$ cat config.mk
export PLATFORM = sky130hd
export DESIGN_NAME = bounded_list_deque_unit
export DESIGN_NICKNAME = d
export VERILOG_FILES = /design/src/blq_pkg.sv /design/src/blq_ram.sv /design/src/bounded_list_deque_unit.sv
export SDC_FILE = /design/constraint.sdc
export NUM_CORES = 1
export LEC_CHECK = 0
export BUFFER_PORTS_ARGS = -buffer_cell sky130_fd_sc_hd__clkbuf_2
export CAP_MARGIN = 20
export CORE_MARGIN = 5
export CORE_UTILIZATION = 27
export DETAILED_ROUTE_END_ITERATION = 8
export MAX_ROUTING_LAYER = met4
export PLACE_DENSITY_LB_ADDON = 0.1
export SETUP_SLACK_MARGIN = 0.05
export SYNTH_ARGS = -nofsm -noshare
export SYNTH_HDL_FRONTEND = slang
export SYNTH_HIERARCHICAL = 1
export SYNTH_SLANG_ARGS = --single-unit
$ cat constraint.sdc
create_clock -name clock -period 6.4 [get_ports clock]
set_input_delay 0.32 -clock clock [delete_from_list [all_inputs] [get_ports clock]]
set_output_delay 0.32 -clock clock [all_outputs]
set_load 0.005 [all_outputs]
$ cat src/blq_pkg.sv
// Package with the sizes, codes, types and pointer helpers of the bounded list deque.
package blq_pkg;

   localparam int DEPTH = 16;
   localparam int PTR_W = $clog2(DEPTH);
   localparam int CNT_W = $clog2(DEPTH + 1);
   localparam int NXT_W = PTR_W + 1;
   localparam int DATA_W = 32;
   localparam int CMD_W = 3;
   localparam int POS_W = 4;
   localparam int STATUS_W = 2;
   localparam int COUNT_W = 5;

   typedef logic [PTR_W-1:0] ptr_type;
   typedef logic [CNT_W-1:0] cnt_type;
   typedef logic [NXT_W-1:0] nxt_type;
   typedef logic [DATA_W-1:0] data_type;

   typedef enum logic [CMD_W-1:0] {
      CMD_PUSH_FRONT = 3'd0,
      CMD_PUSH_BACK  = 3'd1,
      CMD_POP_FRONT  = 3'd2,
      CMD_POP_BACK   = 3'd3,
      CMD_REMOVE     = 3'd4,
      CMD_READ       = 3'd5
   } cmd_type;

   typedef enum logic [STATUS_W-1:0] {
      STATUS_OK       = 2'd0,
      STATUS_EMPTY    = 2'd1,
      STATUS_FULL     = 2'd2,
      STATUS_NOTFOUND = 2'd3
   } status_type;

   typedef enum logic [2:0] {
      ST_IDLE,
      ST_FETCH,
      ST_SCAN,
      ST_SHIFT,
      ST_RESP
   } state_type;

   // Store index of the entry at a given offset from the front, wrapping at DEPTH.
   function automatic ptr_type slot_add(input ptr_type base, input ptr_type off);
      nxt_type sum;
      sum = nxt_type'(base) + nxt_type'(off);
      if (sum >= nxt_type'(DEPTH)) begin
         sum = sum - nxt_type'(DEPTH);
      end
      return ptr_type'(sum);
   endfunction

   // Store index one place before the given one, wrapping at zero.
   function automatic ptr_type slot_prev(input ptr_type base);
      ptr_type prev;
      if (base == '0) begin
         prev = ptr_type'(DEPTH - 1);
      end else begin
         prev = base - 1'b1;
      end
      return prev;
   endfunction

endpackage

$ cat src/blq_ram.sv
// Generic simple dual-port RAM with one write port and a registered read port.
module blq_ram #(
   parameter int WIDTH = 32,
   parameter int DEPTH = 16
) (
   input  logic                     clock,
   input  logic                     wr_en,
   input  logic [$clog2(DEPTH)-1:0] wr_addr,
   input  logic [WIDTH-1:0]         wr_data,
   input  logic [$clog2(DEPTH)-1:0] rd_addr,
   output logic [WIDTH-1:0]         rd_data
);

   logic [WIDTH-1:0] mem_ff [DEPTH];
   logic [WIDTH-1:0] rd_data_ff;

   always_ff @(posedge clock) begin
      if (wr_en) begin
         mem_ff[wr_addr] <= wr_data;
      end
      rd_data_ff <= mem_ff[rd_addr];
   end

   assign rd_data = rd_data_ff;

endmodule

$ cat src/bounded_list_deque_unit.sv
// Bounded list deque: a circular store of signed words with front and back access.
// One command at a time: the next transfer is taken the cycle after the result leaves.
// Pushes, unused codes and refused commands go straight to the response; pops and reads
// first fetch the entry from the store, and removal by value scans, then shifts, through
// the single store.
// Synchronous reset empties the list; the store itself is not cleared.
module bounded_list_deque_unit
   import blq_pkg::*;
(
   input  logic                       clock,
   input  logic                       reset,
   input  logic                       req_valid,
   output logic                       req_ready,
   input  logic [CMD_W-1:0]           req_command,
   input  logic signed [DATA_W-1:0]   req_value,
   input  logic [POS_W-1:0]           req_position,
   output logic                       rsp_valid,
   input  logic                       rsp_ready,
   output logic [STATUS_W-1:0]        rsp_status,
   output logic signed [DATA_W-1:0]   rsp_data_out,
   output logic [COUNT_W-1:0]         rsp_entry_count
);

   state_type  state_ff, state_in;
   ptr_type    fp_ff, fp_in;
   cnt_type    occ_ff, occ_in;
   cmd_type    cmd_ff, cmd_in;
   data_type   val_ff, val_in;
   ptr_type    idx_ff, idx_in;
   status_type status_ff, status_in;
   data_type   data_ff, data_in;

   logic       ram_wr_en;
   ptr_type    ram_wr_addr;
   data_type   ram_wr_data;
   ptr_type    ram_rd_addr;
   data_type   ram_rd_data;

   logic       is_full;
   logic       is_empty;
   logic       more_after_idx;
   logic       more_after_next;

   assign is_full = (occ_ff == cnt_type'(DEPTH));
   assign is_empty = (occ_ff == '0);
   assign more_after_idx = (nxt_type'(idx_ff) + nxt_type'(1) < nxt_type'(occ_ff));
   assign more_after_next = (nxt_type'(idx_ff) + nxt_type'(2) < nxt_type'(occ_ff));

   always_comb begin
      state_in = state_ff;
      fp_in = fp_ff;
      occ_in = occ_ff;
      cmd_in = cmd_ff;
      val_in = val_ff;
      idx_in = idx_ff;
      status_in = status_ff;
      data_in = data_ff;
      unique case (state_ff)
         ST_IDLE: begin
            if (req_valid) begin
               cmd_in = cmd_type'(req_command);
               val_in = data_type'(req_value);
               idx_in = '0;
               status_in = STATUS_OK;
               data_in = '0;
               state_in = ST_RESP;
               unique case (cmd_type'(req_command))
                  CMD_PUSH_FRONT: begin
                     if (is_full) begin
                        status_in = STATUS_FULL;
                     end else begin
                        fp_in = slot_prev(fp_ff);
                        occ_in = occ_ff + 1'b1;
                     end
                  end
                  CMD_PUSH_BACK: begin
                     if (is_full) begin
                        status_in = STATUS_FULL;
                     end else begin
                        occ_in = occ_ff + 1'b1;
                     end
                  end
                  CMD_POP_FRONT, CMD_POP_BACK: begin
                     if (is_empty) begin
                        status_in = STATUS_EMPTY;
                     end else begin
                        state_in = ST_FETCH;
                     end
                  end
                  CMD_REMOVE: begin
                     if (is_empty) begin
                        status_in = STATUS_EMPTY;
                     end else begin
                        state_in = ST_SCAN;
                     end
                  end
                  CMD_READ: begin
                     if (is_empty) begin
                        status_in = STATUS_EMPTY;
                     end else if (32'(req_position) >= 32'(occ_ff)) begin
                        status_in = STATUS_NOTFOUND;
                     end else begin
                        state_in = ST_FETCH;
                     end
                  end
                  default: begin
                     status_in = STATUS_OK;
                  end
               endcase
            end
         end
         ST_FETCH: begin
            data_in = ram_rd_data;
            state_in = ST_RESP;
            if (cmd_ff == CMD_POP_FRONT) begin
               fp_in = slot_add(fp_ff, ptr_type'(1));
               occ_in = occ_ff - 1'b1;
            end else if (cmd_ff == CMD_POP_BACK) begin
               occ_in = occ_ff - 1'b1;
            end
         end
         ST_SCAN: begin
            if (ram_rd_data == val_ff) begin
               data_in = ram_rd_data;
               if (more_after_idx) begin
                  state_in = ST_SHIFT;
               end else begin
                  occ_in = occ_ff - 1'b1;
                  state_in = ST_RESP;
               end
            end else if (more_after_idx) begin
               idx_in = idx_ff + 1'b1;
            end else begin
               status_in = STATUS_NOTFOUND;
               state_in = ST_RESP;
            end
         end
         ST_SHIFT: begin
            idx_in = idx_ff + 1'b1;
            if (!more_after_next) begin
               occ_in = occ_ff - 1'b1;
               state_in = ST_RESP;
            end
         end
         ST_RESP: begin
            if (rsp_ready) begin
               state_in = ST_IDLE;
            end
         end
         default: begin
            state_in = ST_IDLE;
         end
      endcase
   end

   always_comb begin
      req_ready = 1'b0;
      rsp_valid = 1'b0;
      ram_wr_en = 1'b0;
      ram_wr_addr = fp_ff;
      ram_wr_data = ram_rd_data;
      ram_rd_addr = fp_ff;
      unique case (state_ff)
         ST_IDLE: begin
            req_ready = 1'b1;
            ram_wr_data = data_type'(req_value);
            unique case (cmd_type'(req_command))
               CMD_PUSH_FRONT: begin
                  ram_wr_en = req_valid && !is_full;
                  ram_wr_addr = slot_prev(fp_ff);
               end
               CMD_PUSH_BACK: begin
                  ram_wr_en = req_valid && !is_full;
                  ram_wr_addr = slot_add(fp_ff, ptr_type'(occ_ff));
               end
               CMD_POP_BACK: begin
                  ram_rd_addr = slot_add(fp_ff, ptr_type'(occ_ff - 1'b1));
               end
               CMD_READ: begin
                  ram_rd_addr = slot_add(fp_ff, ptr_type'(req_position));
               end
               default: begin
                  ram_rd_addr = fp_ff;
               end
            endcase
         end
         ST_SCAN: begin
            ram_rd_addr = slot_add(fp_ff, idx_ff + 1'b1);
         end
         ST_SHIFT: begin
            ram_wr_en = 1'b1;
            ram_wr_addr = slot_add(fp_ff, idx_ff);
            ram_rd_addr = slot_add(fp_ff, idx_ff + ptr_type'(2));
         end
         ST_RESP: begin
            rsp_valid = 1'b1;
         end
         default: begin
            ram_wr_en = 1'b0;
         end
      endcase
   end

   always_ff @(posedge clock) begin
      if (reset) begin
         state_ff <= ST_IDLE;
         fp_ff <= '0;
         occ_ff <= '0;
      end else begin
         state_ff <= state_in;
         fp_ff <= fp_in;
         occ_ff <= occ_in;
      end
   end

   always_ff @(posedge clock) begin
      cmd_ff <= cmd_in;
      val_ff <= val_in;
      idx_ff <= idx_in;
      status_ff <= status_in;
      data_ff <= data_in;
   end

   blq_ram #(
      .WIDTH(DATA_W),
      .DEPTH(DEPTH)
   ) u_store (
      .clock(clock),
      .wr_en(ram_wr_en),
      .wr_addr(ram_wr_addr),
      .wr_data(ram_wr_data),
      .rd_addr(ram_rd_addr),
      .rd_data(ram_rd_data)
   );

   assign rsp_status = status_ff;
   assign rsp_data_out = data_ff;
   assign rsp_entry_count = COUNT_W'(occ_ff);

endmodule
Yosys cells after proc, flatten, opt, wreduce, memory -nomap -nowiden
Memories as Yosys holds them, arrays and structs flattened. A register that Yosys moved wholly into a read port is not among the register bits. Index checks and enable logic that the tools add are counted.

Divide/modulo/power cells: 0. Shifts and indexed selects: 0. Equality and inequality tests: 26. $lt $le $gt $ge: 10. Bitwise gates (word level): 0. Multiplexer cells: 61. Reductions and logical operators: 21. $mul: 0. $add $sub $neg: 21.

Operator list (count): $mux W32 (3); $pmux W32 S3 (1); $mux W4 (15); $mux W5 (8); $ge A5 B5 Y1 const B (7); $eq A32 B32 Y1 (1); $pmux W4 S2 (4); $sub A4 B1 Y4 const B (8); $add A4 B4 Y5 (6); $mux W3 (10); $pmux W4 S3 (2); $ne A2 B2 Y1 const B (10); $pmux W5 S4 (1); $eq A3 B2 Y1 const B (6); $pmux W3 S5 (1); $mux W2 (6); $reduce_and A4 Y1 (3); $add A4 B1 Y5 const B (2); $lt A5 B5 Y1 (2); $eq A3 B3 Y1 const B (3); $pmux W3 S3 (1); $reduce_and A8 Y1 (1); $eq A3 B1 Y1 const B (2); $logic_not A3 Y1 (2); other kinds (25) (34).

Bits in latches: 0. Flip-flop bits (word level): 85. Input bits: 43. Memory bits (read-only): 0. Memories: 1. Output and inout port bits: 41. Logic and storage cells: 148. Memory bits (writable): 512.

Memory list: u_store.mem_ff (words 16, width 32, rd ports 1, clocked after memory_dff 1, wr ports 1, line blq_ram.sv:14) `logic [WIDTH-1:0] mem_ff [DEPTH];`.

Logic depth before layout (Yosys ltp)
Gate-level depths: netlist of the first run.

Depth after elaboration: 7. Depth in mapped cells: 16. Mapped depth without buffers: 13.

Cells and area by module
Netlist of the first run, hierarchy kept.

By module, submodules not included: blq_ram (times used 1, cells each 838, area an instance 19836.5 µm²); bounded_list_deque_unit (times used 1, cells each 538, area an instance 5321.4 µm²).

Worst setup path after synthesis of the first run
OpenSTA, ideal clock, no wires.

Kind: flip-flop to flip-flop. Start point: reg fp_ff[1]. End point: mem u_store.mem_ff[0][0], enable pin. Required time: 5939 ps. Arrival: 4353 ps. Period minus slack after synthesis: 4814 ps. Setup slack: 1586 ps. Library setup time: 461 ps. Stages on the path, launching flop included: 10. Buffers on the path: 0. Path through: dfxtp_1 ha_1 a21o_1 a21oi_1 xnor2_1 nand2_1 o21ai_0 o211ai_1 or3b_2 nor3_1.

Longest elaborated chain between the ends: 5.

RTL lines: start, declared (line bounded_list_deque_unit.sv:25) `ptr_type fp_ff, fp_in;`; start signal, assigned (line bounded_list_deque_unit.sv:211) `fp_ff <= fp_in;`; $add A4 B4 Y5 (line blq_pkg.sv:46) `sum = nxt_type'(base) + nxt_type'(off);`; $sub A4 B1 Y4 / $ge A5 B5 Y1 (equally long branches) (line blq_pkg.sv:48, blq_pkg.sv:47); $mux W4 (line blq_pkg.sv:47) `if (sum >= nxt_type'(DEPTH)) begin`; $pmux W4 S2 (line bounded_list_deque_unit.sv:167) `unique case (cmd_type'(req_command))`; $pmux W4 S2 * (line bounded_list_deque_unit.sv:163) `unique case (state_ff)`; net ram_wr_addr[3] (line bounded_list_deque_unit.sv:34) `ptr_type ram_wr_addr;`; end, declared (line blq_ram.sv:14).

Mark *: on every way through the listed nets, which the timed path passes. The rest lies on a longest branch.

Worst setup path in the final report of the first run
Start point: reg state_ff[0]. End point: reg u_store.rd_data_ff[18], in the netlist u_store/rd_data[18] (read register of u_store.mem_ff).

Longest elaborated chain between the ends: 2.

RTL lines: start, declared (line bounded_list_deque_unit.sv:24) `state_type state_ff, state_in;`; start signal, assigned (line bounded_list_deque_unit.sv:210) `state_ff <= state_in;`; $eq A3 B2 Y1 / $logic_not A3 Y1 (equally long branches) (line bounded_list_deque_unit.sv:163); $pmux W4 S3 * (line bounded_list_deque_unit.sv:163); net ram_rd_addr[3] (line bounded_list_deque_unit.sv:36) `ptr_type ram_rd_addr;`; end, declared (line blq_ram.sv:15) `logic [WIDTH-1:0] rd_data_ff;`.

Marked as above. A chain may end at the register's enable or synchronous reset.

==> results.txt, run 1 <==
For the number of clock buffers inserted by TritonCTS, the log shows 75. For the post-route non-filler standard cell count, the log shows 2,855. The floorplan has 112 rows.

Detailed placement ended at an HPWL of 42.8 mm. The die covers 0.0994 mm2. For the total grt overflow, the log shows 0. Among cell families on the critical path, the largest total delay comes from simple AND/OR/NAND/NOR gates. For the tightest slew margin relative to the limit, the log shows 0.273. Start-to-end type of the worst setup path: register to register.

Buffers inserted to repair hold after CTS numbered 34. The worst setup path is captured at a register. The post-layout minimum cycle time came out at 4.65 ns. The tools report the register area as 0.0184 mm2. The buffer cell driving the clock tree root was sky130_fd_sc_hd__clkbuf_16. At the worst endpoint, the arrival time is 5.19 ns.

The switching part of the total was 0.250. Setup repair after global routing left no endpoint under its margin. The logs give 0 for the count of inserted antenna diode cells and 1,004 for the starting DRC count in detailed routing. The worst path required time is 6.94 ns. The run finished with clean final reports.

The critical path crosses 12 cells after its start point. The critical path's largest stage delay works out to 1.00 ns. TritonCTS built the clock tree. The number of endpoints failing setup at the final stage was 0. The cell area that synthesis handed to floorplanning was 0.0252 mm2. After synthesis, the cell types taking the most area are sky130_fd_sc_hd__edfxtp_1, sky130_fd_sc_hd__mux4_2, sky130_fd_sc_hd__dfxtp_1. Entering global routing, the biggest net connects 84 pins. The horizontal extent of the die was 315 um; the detail-routed net length per standard cell was 25.5 um. The worst-case reg-to-reg path depth is 12, and the multi-input gate area in the final layout is 0.00648 mm2.

The logs give 1,376 for the cell count after synthesis and 5 for the iteration count of the initial detailed-routing pass. Counting instances, the worst hold path has a depth of 2. The relative area change from synthesis to final layout works out to 19.2%. Counting every net in the synthesized netlist gives 1,457. The clock drives 629 sinks.

Buffers added to address setup during post-CTS repair amount to 0. The global-route usage over all layers is 0.150. The core region is 0.0929 mm2. The tightest min-delay check is of the input pin to register type. The post-detailed-route DRC marker count was 0; the depth of the CTS H-tree was 3.

The count of buffers added on input and output ports is 83. The placer congestion estimate was 0.757. Derived from the worst setup path, the maximum achievable clock frequency is 215 MHz. The part of the power in the clock network was 0.400; the proportion of netlist area held by the largest area contributor was 0.698. For the I/O pin count, the log shows 84. Measured along the y axis, the die boundary spans 315 um. Post-synthesis sequential area ratio: 0.733.

The proportion of power drawn by flip-flops and latches came out at 0.485. For this design the total switching power over the nets is 2.52 mW. The design draws 10.1 mW.

The cell with the most instances on the worst path was sky130_fd_sc_hd__a22oi_1. The total wire length after detailed routing was 72.9 mm; the post-route fraction of the period consumed by the critical path was 0.727. The worst setup path is launched from a register. The clock transition at the register clock pins on the worst setup and hold paths after CTS works out to 0.06 ns. Summed over all instances, the cell type with the most area after synthesis is sky130_fd_sc_hd__edfxtp_1. The internal power of the cells totals 7.54 mW. The fill cell total of the finished layout was 8,940; the final core area utilization was 0.323. The run gives 2 as the initial antenna violation count. Setup total negative slack on the finished layout was measured at 0 ns.

The tools report the max-slew violation total from the final report as 0. The clock arrives with 0.0240 ns of skew. The number of different library cells used by synthesis comes to 67. The number of storage elements in the synthesis netlist was 629; the number of vias in the routed layout was 13,200. The sum of buffers and inverters on the critical path came out at 1. Fraction of layout instances using a drive strength above 1: 0.244. The starting density of the core is 0.271, and the power density relative to cell area is 335 mW/mm2. The static leakage is 9.77 nW, and the number of warnings printed during yosys synthesis is 6. Max-cap violations in this run came to 0. The maximum net fanout on the critical path works out to 23.

Net count reported at finish: 1,622. The number of cells in the design after placement came out at 2,684. The longest clock path from root to sink contains 3 buffers. Number of flops mapped to enable cells by yosys: 585. The critical path goes through nand3b_1, o21ai_0, ha_1, a21o_1, a21oi_1, xor2_1, a22oi_1, xnor2_1, nor2b_4, buf_4, a22oi_1, nand2_1.

The proportion of synthesized flip-flops having asynchronous set or reset came out at 0. The run gives 0.115 as the share of total power in combinational logic. In the layout the commonest cells are sky130_fd_sc_hd__edfxtp_1, sky130_fd_sc_hd__nand2_1, sky130_fd_sc_hd__mux4_2. The measured slew at the worst slew-check pin came out at 1.08 ns. After detailed routing, the number of vias per cell comes to 4.62.

The number of antenna-violating nets in the routed design was 0; the global-route wire length before repair was 104 mm. Averaged over all synthesized cells, the footprint is 18.3 um2. On the critical path, the stage with the largest delay is an instance of sky130_fd_sc_hd__nor2b_4.

Most used flip-flop cell after synthesis: sky130_fd_sc_hd__edfxtp_1. The worst-skew pair later-pin latency is 0.61 ns, and the worst ir drop on vdd is 0.174 mV. Count of instances resized after the clock tree is built: 0.

The tools report the number of global-route vias before repair as 13,900. The leading cell type in the layout, fill and taps excluded is sky130_fd_sc_hd__edfxtp_1. The hold violation count in the final report is 0.
[per-stage QoR]
stage	setup slack, ns	hold WS, ns	area (um2)
after global placement	1.91	0.518	27300
after global routing	1.38	0.124	30000
after floorplan	1.59	0.419	25200
final	1.75	0.130	30000
after CTS	1.74	0.0849	30000
after detailed placement	1.77	0.520	27300
[path summary, 6_finish.rpt]
| kind | from | end | slack, ns |
|---|---|---|---|
| setup / recovery | state_ff[0] | u_store/rd_data[18] | 1.75 |
| hold / removal | reset | state_ff[1] | 0.13 |
| setup reg to reg | state_ff[0] | u_store/rd_data[18] | 1.75 |
| hold reg to reg | u_store/rd_data[12] | rsp_data_out[12] | 0.58 |
[power groups by stage]
stage / logic, mW / clock network [mW] / registers, mW
6_report: 1.16 / 4.02 / 4.88
2_1_floorplan: 0.723 / 0 / 4.90
5_1_grt: 1.27 / 4.34 / 4.90
3_5_place_dp: 1.18 / 0 / 4.97
3_3_place_gp: 1.17 / 0 / 4.97
4_1_cts: 1.20 / 4.16 / 4.89
[synth_stat cells (all sizes together), types with 2 or more instances]
cell / number
a22oi: 67
a311o: 2
dfxtp: 44
a21o: 7
mux4: 128
buf: 36
nor3: 8
nor4: 3
xnor2: 43
o21a: 2
a31oi: 3
mux2i: 7
nand3: 6
a41oi: 3
nand3b: 3
inv: 21
o211ai: 2
nand2: 147
and3: 3
o221ai: 2
o21ai: 20
nand4: 9
o31ai: 5
edfxtp: 585
or4: 4
nor3b: 2
or3: 3
clkbuf: 31
and2: 5
xor2: 8
a2bb2oi: 2
a21oi: 29
ha: 34
fa: 4
nor2: 38
nor2b: 37
nand2b: 5
[layer usage]
layer / vias up / global-route usage / share of wire
met5: - / - / 0
met4: 0 / 0.0335 / 0.014
met3: 67 / 0.0220 / 0.038
met2: 280 / 0.240 / 0.48
met1: 7039 / 0.206 / 0.47
li1: 5815 / - / -
[sequential cells by signal (all words and copies together) (netlist names)]
signal,count
fp_ff,4
u_store/rd_data,32
cmd_ff,3
rsp_data_out,32
u_store/mem_ff,512
state_ff,3
rsp_entry_count,5
rsp_status,2
idx_ff,4
val_ff,32
[logic make-up after synthesis]
family | share of synthesized area
DFF | 0.733
and+or+nand+nor | 0.0529
AOI/OAI and AO/OA | 0.0428
muxes | 0.117
buffers and inverters | 0.0158
xor gates and xnor gates | 0.0178
adders and majority gates | 0.0201
[final cells by class]
class,instances,share of cell area
Clock buffer,106,0.0710
Clock inverter,31,0.00638
Multi-Input combinational cell,659,0.216
Sequential cell,629,0.615
Inverter,21,0.00288
Timing Repair Buffer,155,0.0364
Tap cell,1254,0.0523
Note: power is estimated with default switching activity, not from simulation.
==> run 2, diff against run 1 <==
==> constraint.sdc (replaced) <==
create_clock -name clock -period 4.4 [get_ports clock]
set_input_delay 0.22 -clock clock [delete_from_list [all_inputs] [get_ports clock]]
set_output_delay 0.22 -clock clock [all_outputs]
set_load 0.005 [all_outputs]
==> run 2 against run 1 <==
Total power up 48%; highest routed layer unchanged; core utilization up 0.35 points; combinational power up 50%; worst hold slack worse by 0.054 ns; flip-flop and latch count unchanged; global-route usage up 0.086 points.
==> results.txt, run 2 (same netlist as run 1, synthesis figures left out) <==
The logs give 0.405 for the part of the power in the clock network and 73.0 mm for the total wire length after detailed routing. For the pin with the worst max-slew slack, the measured transition is 0.768 ns. The switching part of the total came out at 0.253. The worst hold path belongs to the class input pin to register. For this design the top-level I/O count stands at 84. The final worst setup slack was 0.466 ns. The core area is 0.0929 mm2, and the post-route fraction of the period consumed by the critical path is 0.894. The die height was 315 um; the max-capacitance violation count was 0.

The maximum net fanout on the critical path works out to 32. The critical path is of the register to register type. In this run, CTS created clock tree buffers numbering 74. The placer congestion estimate is 0.785. The maximum achievable frequency was 254 MHz; the worst clock skew was 0.0330 ns. In this run the clock root is driven by a sky130_fd_sc_hd__clkbuf_16.

The run gives 0 as the hold violation count in the final report. The worst-case clock buffer depth was 3; the post-detailed-route DRC marker count was 0. The flow ran to the end, and the final reports show no timing, DRC or antenna violations. The horizontal extent of the die was 315 um; the static leakage was 9.93 nW. Global-route usage over all layers: 0.151.

The register with the most flip-flops in the layout has 512 of them. The logs give 0 for the total grt overflow and 0.62 ns for the worst-skew pair later-pin latency. Starting density of the core: 0.271.

The logs give 13,400 for the number of vias in the routed layout and 1,641 for the net count reported at finish. TritonCTS built the clock tree. The die covers 0.0994 mm2. The tools report the worst path required time as 4.95 ns.

The multi-input gate area in the final layout was 0.00650 mm2; the fill cell total of the finished layout was 8,932. The cell row count was 112. Clock-pin slew was measured on the worst setup and hold paths at 0.06 ns. Post-CTS setup repair buffer count: 0. The count of inserted antenna diode cells is 0, and the power density relative to cell area is 490 mW/mm2. From synthesis to final layout, the design area changed by 20.5%. The proportion of power drawn by flip-flops and latches was 0.478; the HPWL reported at the end of detailed placement was 43.3 mm. For the tightest slew margin relative to the limit, the log shows 0.485. In the layout the commonest cells are sky130_fd_sc_hd__edfxtp_1, sky130_fd_sc_hd__nand2_1, sky130_fd_sc_hd__mux4_2. Setup violations remaining at the end of the flow were counted as 0. The library cell used most frequently in the layout, excluding fill and tap cells, is sky130_fd_sc_hd__edfxtp_1. The max-slew violation total from the final report was 0; the largest net degree at the start of global routing was 59.

The count of buffers added on input and output ports is 83. The routed design could run at a clock period as short as 3.93 ns. The clock drives 629 sinks. Endpoint class of the critical path: a register. The share of total power in combinational logic came out at 0.117. In this run the remaining antenna-violating nets after routing total 0. The run gives 105 mm as the global-route wire length before repair.

The launching element type of the critical path was a register. The internal portion of the total power is 11.1 mW. The fraction of layout instances using a drive strength above 1 is 0.255, and the worst ir drop on vdd is 0.244 mV. In the final timing run, aggregate negative setup slack is 0 ns. The starting DRC count in detailed routing was 1,012; the via density per instance was 4.66. Dividing the detail-routed wire length by the instance count gives 25.4 um. The pre-antenna-repair detailed-routing pass consisted of 5 iterations.

Summed over all nets, the switching power comes to 3.76 mW. Largest register by flop count: u_store/mem_ff. In the final layout, flip-flops and latches occupy 0.0184 mm2.

The clock tree synthesis step divided the H-tree into 3 levels. For the number of global-route vias before repair, the log shows 13,800. For the data arrival time of the critical path, the log shows 4.48 ns. Setup repair after global routing left no endpoint under its margin. At the placement stage, the worst setup path has a slack of 0.457 ns.

The tools report the initial antenna violation count as 1.
## run 2: changes by cell type in the layout (fill, tap and decap cells not counted), moves of 2 or more
cell / previous run / this run
sky130_fd_sc_hd__nor3_4: 0 / 4
sky130_fd_sc_hd__clkinv_1: 12 / 8
sky130_fd_sc_hd__clkinvlp_4: 6 / 1
sky130_fd_sc_hd__buf_4: 34 / 46
sky130_fd_sc_hd__buf_12: 4 / 11
sky130_fd_sc_hd__bufinv_16: 1 / 4
sky130_fd_sc_hd__nor3_2: 5 / 1
sky130_fd_sc_hd__inv_16: 0 / 2
sky130_fd_sc_hd__clkbuf_1: 22 / 20
sky130_fd_sc_hd__clkbuf_8: 5 / 9
sky130_fd_sc_hd__clkbuf_16: 79 / 74
## run 2: path summary, 6_finish.rpt
kind | start | endpoint | slack [ns] | cells past startpoint
worst min register to register | rsp_entry_count[0] | rsp_entry_count[0] | 0.58 | 2
worst max register to register | state_ff[0] | u_store/rd_data[23] | 0.47 | 13
worst min-delay path | rsp_ready | state_ff[2] | 0.08 | 4
worst max-delay path | state_ff[0] | u_store/rd_data[23] | 0.47 | 13
## run 2: metrics by stage
step | power (mW) | hold slack, ns | instance area (um2) | utilization | std cells
global placement | 9.00 | 0.417 | 27600 | 0.297 | 2703
finish | 14.9 | 0.0758 | 30300 | 0.326 | 2872
CTS | 15.1 | 0.0194 | 30300 | 0.326 | 2872
floorplan | 8.19 | 0.319 | 25200 | - | 1376
detailed placement | 9.00 | 0.416 | 27600 | 0.297 | 2703
global route | 15.5 | 0.0509 | 30300 | 0.326 | 2872
## run 2: final cells by class
cell class | instances | share of cell area
multi-input combinational | 659 | 0.215
clock buffer | 103 | 0.0676
sequential | 629 | 0.608
tap | 1254 | 0.0517
inverter | 21 | 0.00285
timing repair buffer | 175 | 0.0439
clock inverter | 31 | 0.0109
## run 2: per-layer routing
layer / wire length, um / GRT usage / part of all wire
met1: 33900 / 0.208 / 0.46
met2: 35600 / 0.243 / 0.49
met3: 2290 / 0.0208 / 0.031
met4: 1240 / 0.0311 / 0.017
met5: 0 / - / 0
## run 2: power groups by stage
stage	registers (mW)	logic (mW)	clock network, mW
after global placement	7.23	1.77	0
after detailed placement	7.22	1.78	0
final	7.09	1.74	6.02
after floorplan	7.13	1.05	0
after global routing	7.12	1.91	6.47
after CTS	7.10	1.81	6.22
## run 2: critical path, cell delays in order, from the launching register on
cell	delay, ns
sky130_fd_sc_hd__dfxtp_1	0.64
sky130_fd_sc_hd__nand3b_1	0.23
sky130_fd_sc_hd__buf_4	0.24
sky130_fd_sc_hd__o21ai_0	0.30
sky130_fd_sc_hd__ha_1	0.29
sky130_fd_sc_hd__a21o_1	0.18
sky130_fd_sc_hd__a21oi_1	0.20
sky130_fd_sc_hd__xor2_1	0.16
sky130_fd_sc_hd__a22oi_1	0.11
sky130_fd_sc_hd__xnor2_1	0.57
sky130_fd_sc_hd__nor2b_4	0.29
sky130_fd_sc_hd__buf_12	0.30
sky130_fd_sc_hd__a22oi_1	0.22
sky130_fd_sc_hd__nand2_1	0.13
## run 2: timing repair
item | CTS | global route
hold buffers | 35 | 0
gates resized for setup | 0 | 0
hold endpoints to repair | 41 | 0
==> run 3, diff against run 2 <==
--- a/config.mk
+++ b/config.mk
@@ -7,6 +7,7 @@
 export LEC_CHECK = 0
 export BUFFER_PORTS_ARGS = -buffer_cell sky130_fd_sc_hd__clkbuf_2
 export CAP_MARGIN = 20
+export CORE_ASPECT_RATIO = 1.1
 export CORE_MARGIN = 5
 export CORE_UTILIZATION = 27
 export DETAILED_ROUTE_END_ITERATION = 8
==> run 3 against run 2 <==
Maximum frequency down 3.9%; sequential share of layout area down 0.068 points; first-iteration DRC count down 4.1%; wire length down 0.30%; critical path depth unchanged; critical path type unchanged; critical endpoint is now u_store/rd_data[19]; largest power group unchanged.
==> results.txt, run 3 (same netlist as run 1, synthesis figures left out) <==
The flip-flop count of the largest register after layout was 512; the placer congestion estimate was 0.770. The logs give 0.151 for the global-route usage over all layers and 0.0994 mm2 for the die area. The horizontal extent of the die is 301 um.

The fraction of layout instances using a drive strength above 1 was 0.251; the power density relative to cell area was 487 mW/mm2. The completed layout was analyzed and its total power is 14.8 mW. The worst clock skew is 0.0409 ns. Starting density of the core: 0.272.

The run gives 0.403 as the part of the power in the clock network. The count of instances resized after the clock tree is built was 0; the worst-case reg-to-reg path depth was 13. The top cell types in the final layout, fill and taps aside, are sky130_fd_sc_hd__edfxtp_1, sky130_fd_sc_hd__nand2_1, sky130_fd_sc_hd__mux4_2. In the final timing run, aggregate negative setup slack is 0 ns.

In the final routed layout, each cell accounts on average for 25.4 um. The worst setup path is of the register to register kind. The tools report the I/O pin count as 84.

The launching element type of the critical path is a register. Path class of the lowest-slack min-delay path: input pin to register. After floorplanning, the core was sized to cover 0.0925 mm2. Setup violations remaining at the end of the flow were counted as 0.

The proportion of power drawn by flip-flops and latches is 0.480. Relative to the synthesized area, the layout overhead comes to 20.6%. In this run the cell area measured after placement is 0.0277 mm2. CTS placed an instance of sky130_fd_sc_hd__clkbuf_16 at the clock tree root. The tightest slew margin relative to the limit was 0.441.

The run finished with clean final reports. The final route contains 13,300 vias. The leading cell type in the layout, fill and taps excluded is sky130_fd_sc_hd__edfxtp_1. Static leakage: 9.94 nW. The endpoint of the worst hold path was state_ff[2]. The internal power summed over all cells came out at 11.1 mW. The switching part of the total was 0.246. For the HPWL reported at the end of detailed placement, the log shows 43.4 mm. The start point of the worst min-delay path is rsp_ready. The post-route fraction of the period consumed by the critical path came out at 0.931.

TritonCTS built the clock tree. The logs give 0.328 for the final core area utilization and 0 for the max-capacitance violation count. The run gives 2 as the initial antenna violation count.

Using the TritonRoute via totals, the vias-per-cell ratio works out to 4.63. The tools report the worst path required time as 4.96 ns. Post-layout minimum cycle time: 4.09 ns.

The first routing iteration left 971 violations. The worst register-to-register path ends at u_store/rd_data[19]. The run gives 117 as the cell row count. Once detail routing completed, the nets flagged for antenna violations numbered 0. Clock latency on the worst-skew pair, taken at its later pin, is 0.63 ns. For the pin with the worst max-slew slack, the measured transition is 0.837 ns.

Counting instances, the worst hold path has a depth of 4. In this run the tool buffered the top-level ports with 83 buffer cells. The floorplan step set the die height to 330 um. The clock drives 629 sinks. The clock transition at the register clock pins on the worst setup and hold paths after CTS is 0.06 ns. Maximum net fanout on the critical path: 21. Setup repair after global routing left no endpoint under its margin. The worst ir drop on vdd was 0.242 mV; the max-slew violation total from the final report was 0. The number of clock buffers inserted by TritonCTS came out at 72. The worst register-to-register path begins at rsp_entry_count[1]. The total overflow left after global routing is 0. The largest net degree at the start of global routing is 57, and the iteration count of the initial detailed-routing pass is 5. The run gives 0 as the hold violation count in the final report.

After detailed routing, the number of remaining DRC violations is 0. Share of total power in combinational logic: 0.117. Endpoint class of the critical path: a register. For this block, the routed nets add up to 72.8 mm of wire.

Static timing analysis puts the maximum clock frequency at 244 MHz. The finished cells cover 0.0304 mm2. Excluding fillers, the count of instances in the completed layout stands at 2,871. In this run the number of H-tree levels came out at 3. The worst setup slack before clock tree synthesis came out at 0.338 ns.

The number of cells in the design after placement was 2,702; the data arrival time of the critical path was 4.65 ns. Net count reported at finish: 1,643. u_store/mem_ff holds more flip-flops than any other register.

The run gives 0.31 ns as the flop-to-flop setup slack. The first global-routing pass estimated 104 mm of wire. For the worst-case clock buffer depth, the log shows 3. After layout, the worst setup slack is 0.305 ns. For the power dissipated by switching net loads, the log shows 3.63 mW. The number of global-route vias before repair was 13,900.

Across all hold checks on the routed design, the worst slack comes to 0.0643 ns.
## run 3: cell count changes in the layout (fill, tap and decap cells not counted), sizes merged
cell,previous run,this run
buf,57,61
inv,26,21
clkinv,21,24
diode,0,1
bufinv,4,5
## run 3: power groups by stage
stage / logic [mW] / registers [mW] / clock network (mW)
after floorplan: 1.05 / 7.13 / 0
after global routing: 1.88 / 7.12 / 6.43
after detailed placement: 1.75 / 7.23 / 0
after CTS: 1.78 / 7.10 / 6.16
after global placement: 1.75 / 7.23 / 0
final: 1.73 / 7.09 / 5.95
## run 3: worst max path at each step
stage | from | to | slack [ns] | cells after the start
2_1_floorplan | fp_ff[1] | u_store/mem_ff[1][0] | 0.46 | 9
3_3_place_gp | state_ff[1] | u_store/rd_data[19] | 0.29 | 11
3_5_place_dp | rsp_entry_count[0] | u_store/rd_data[19] | 0.34 | 13
4_1_cts | state_ff[1] | u_store/rd_data[19] | 0.26 | 12
5_1_grt | state_ff[1] | u_store/rd_data[11] | 0.10 | 12
6_report | rsp_entry_count[1] | u_store/rd_data[19] | 0.31 | 13
## run 3: repair_timing
item,CTS,global route
setup buffers,0,0
endpoints found under the hold margin,42,0
hold buffers,35,0
## run 3: layer usage
metal  GRT usage  up-vias  wire length [um]  share of wire
li1            -     5864                 -              -
met1       0.199     7070             32500           0.45
met5           -        -                 0              0
met2       0.247      289             35900           0.49
met4      0.0401        0              1380          0.019
met3      0.0245       83              3010          0.041
## run 3: final cells by class
type | instances | area [um2]
Fill cell | 8949 | 62200
Sequential cell | 629 | 18400
Multi-Input combinational cell | 659 | 6500
Clock buffer | 103 | 2080
Tap cell | 1249 | 1560
Timing Repair Buffer | 179 | 1400
Clock inverter | 30 | 274
Inverter | 21 | 86.3
Antenna cell | 1 | 2.50
## run 3: critical path, stage by stage (launching register included)
cell	delay, ns
sky130_fd_sc_hd__dfxtp_1	0.55
sky130_fd_sc_hd__inv_1	0.25
sky130_fd_sc_hd__ha_1	0.39
sky130_fd_sc_hd__a21oi_1	0.26
sky130_fd_sc_hd__ha_1	0.29
sky130_fd_sc_hd__a21o_1	0.18
sky130_fd_sc_hd__a21oi_1	0.17
sky130_fd_sc_hd__xor2_1	0.19
sky130_fd_sc_hd__a22oi_1	0.13
sky130_fd_sc_hd__xnor2_1	0.59
sky130_fd_sc_hd__nor2b_4	0.28
sky130_fd_sc_hd__buf_4	0.45
sky130_fd_sc_hd__a22oi_1	0.22
sky130_fd_sc_hd__nand2_1	0.10
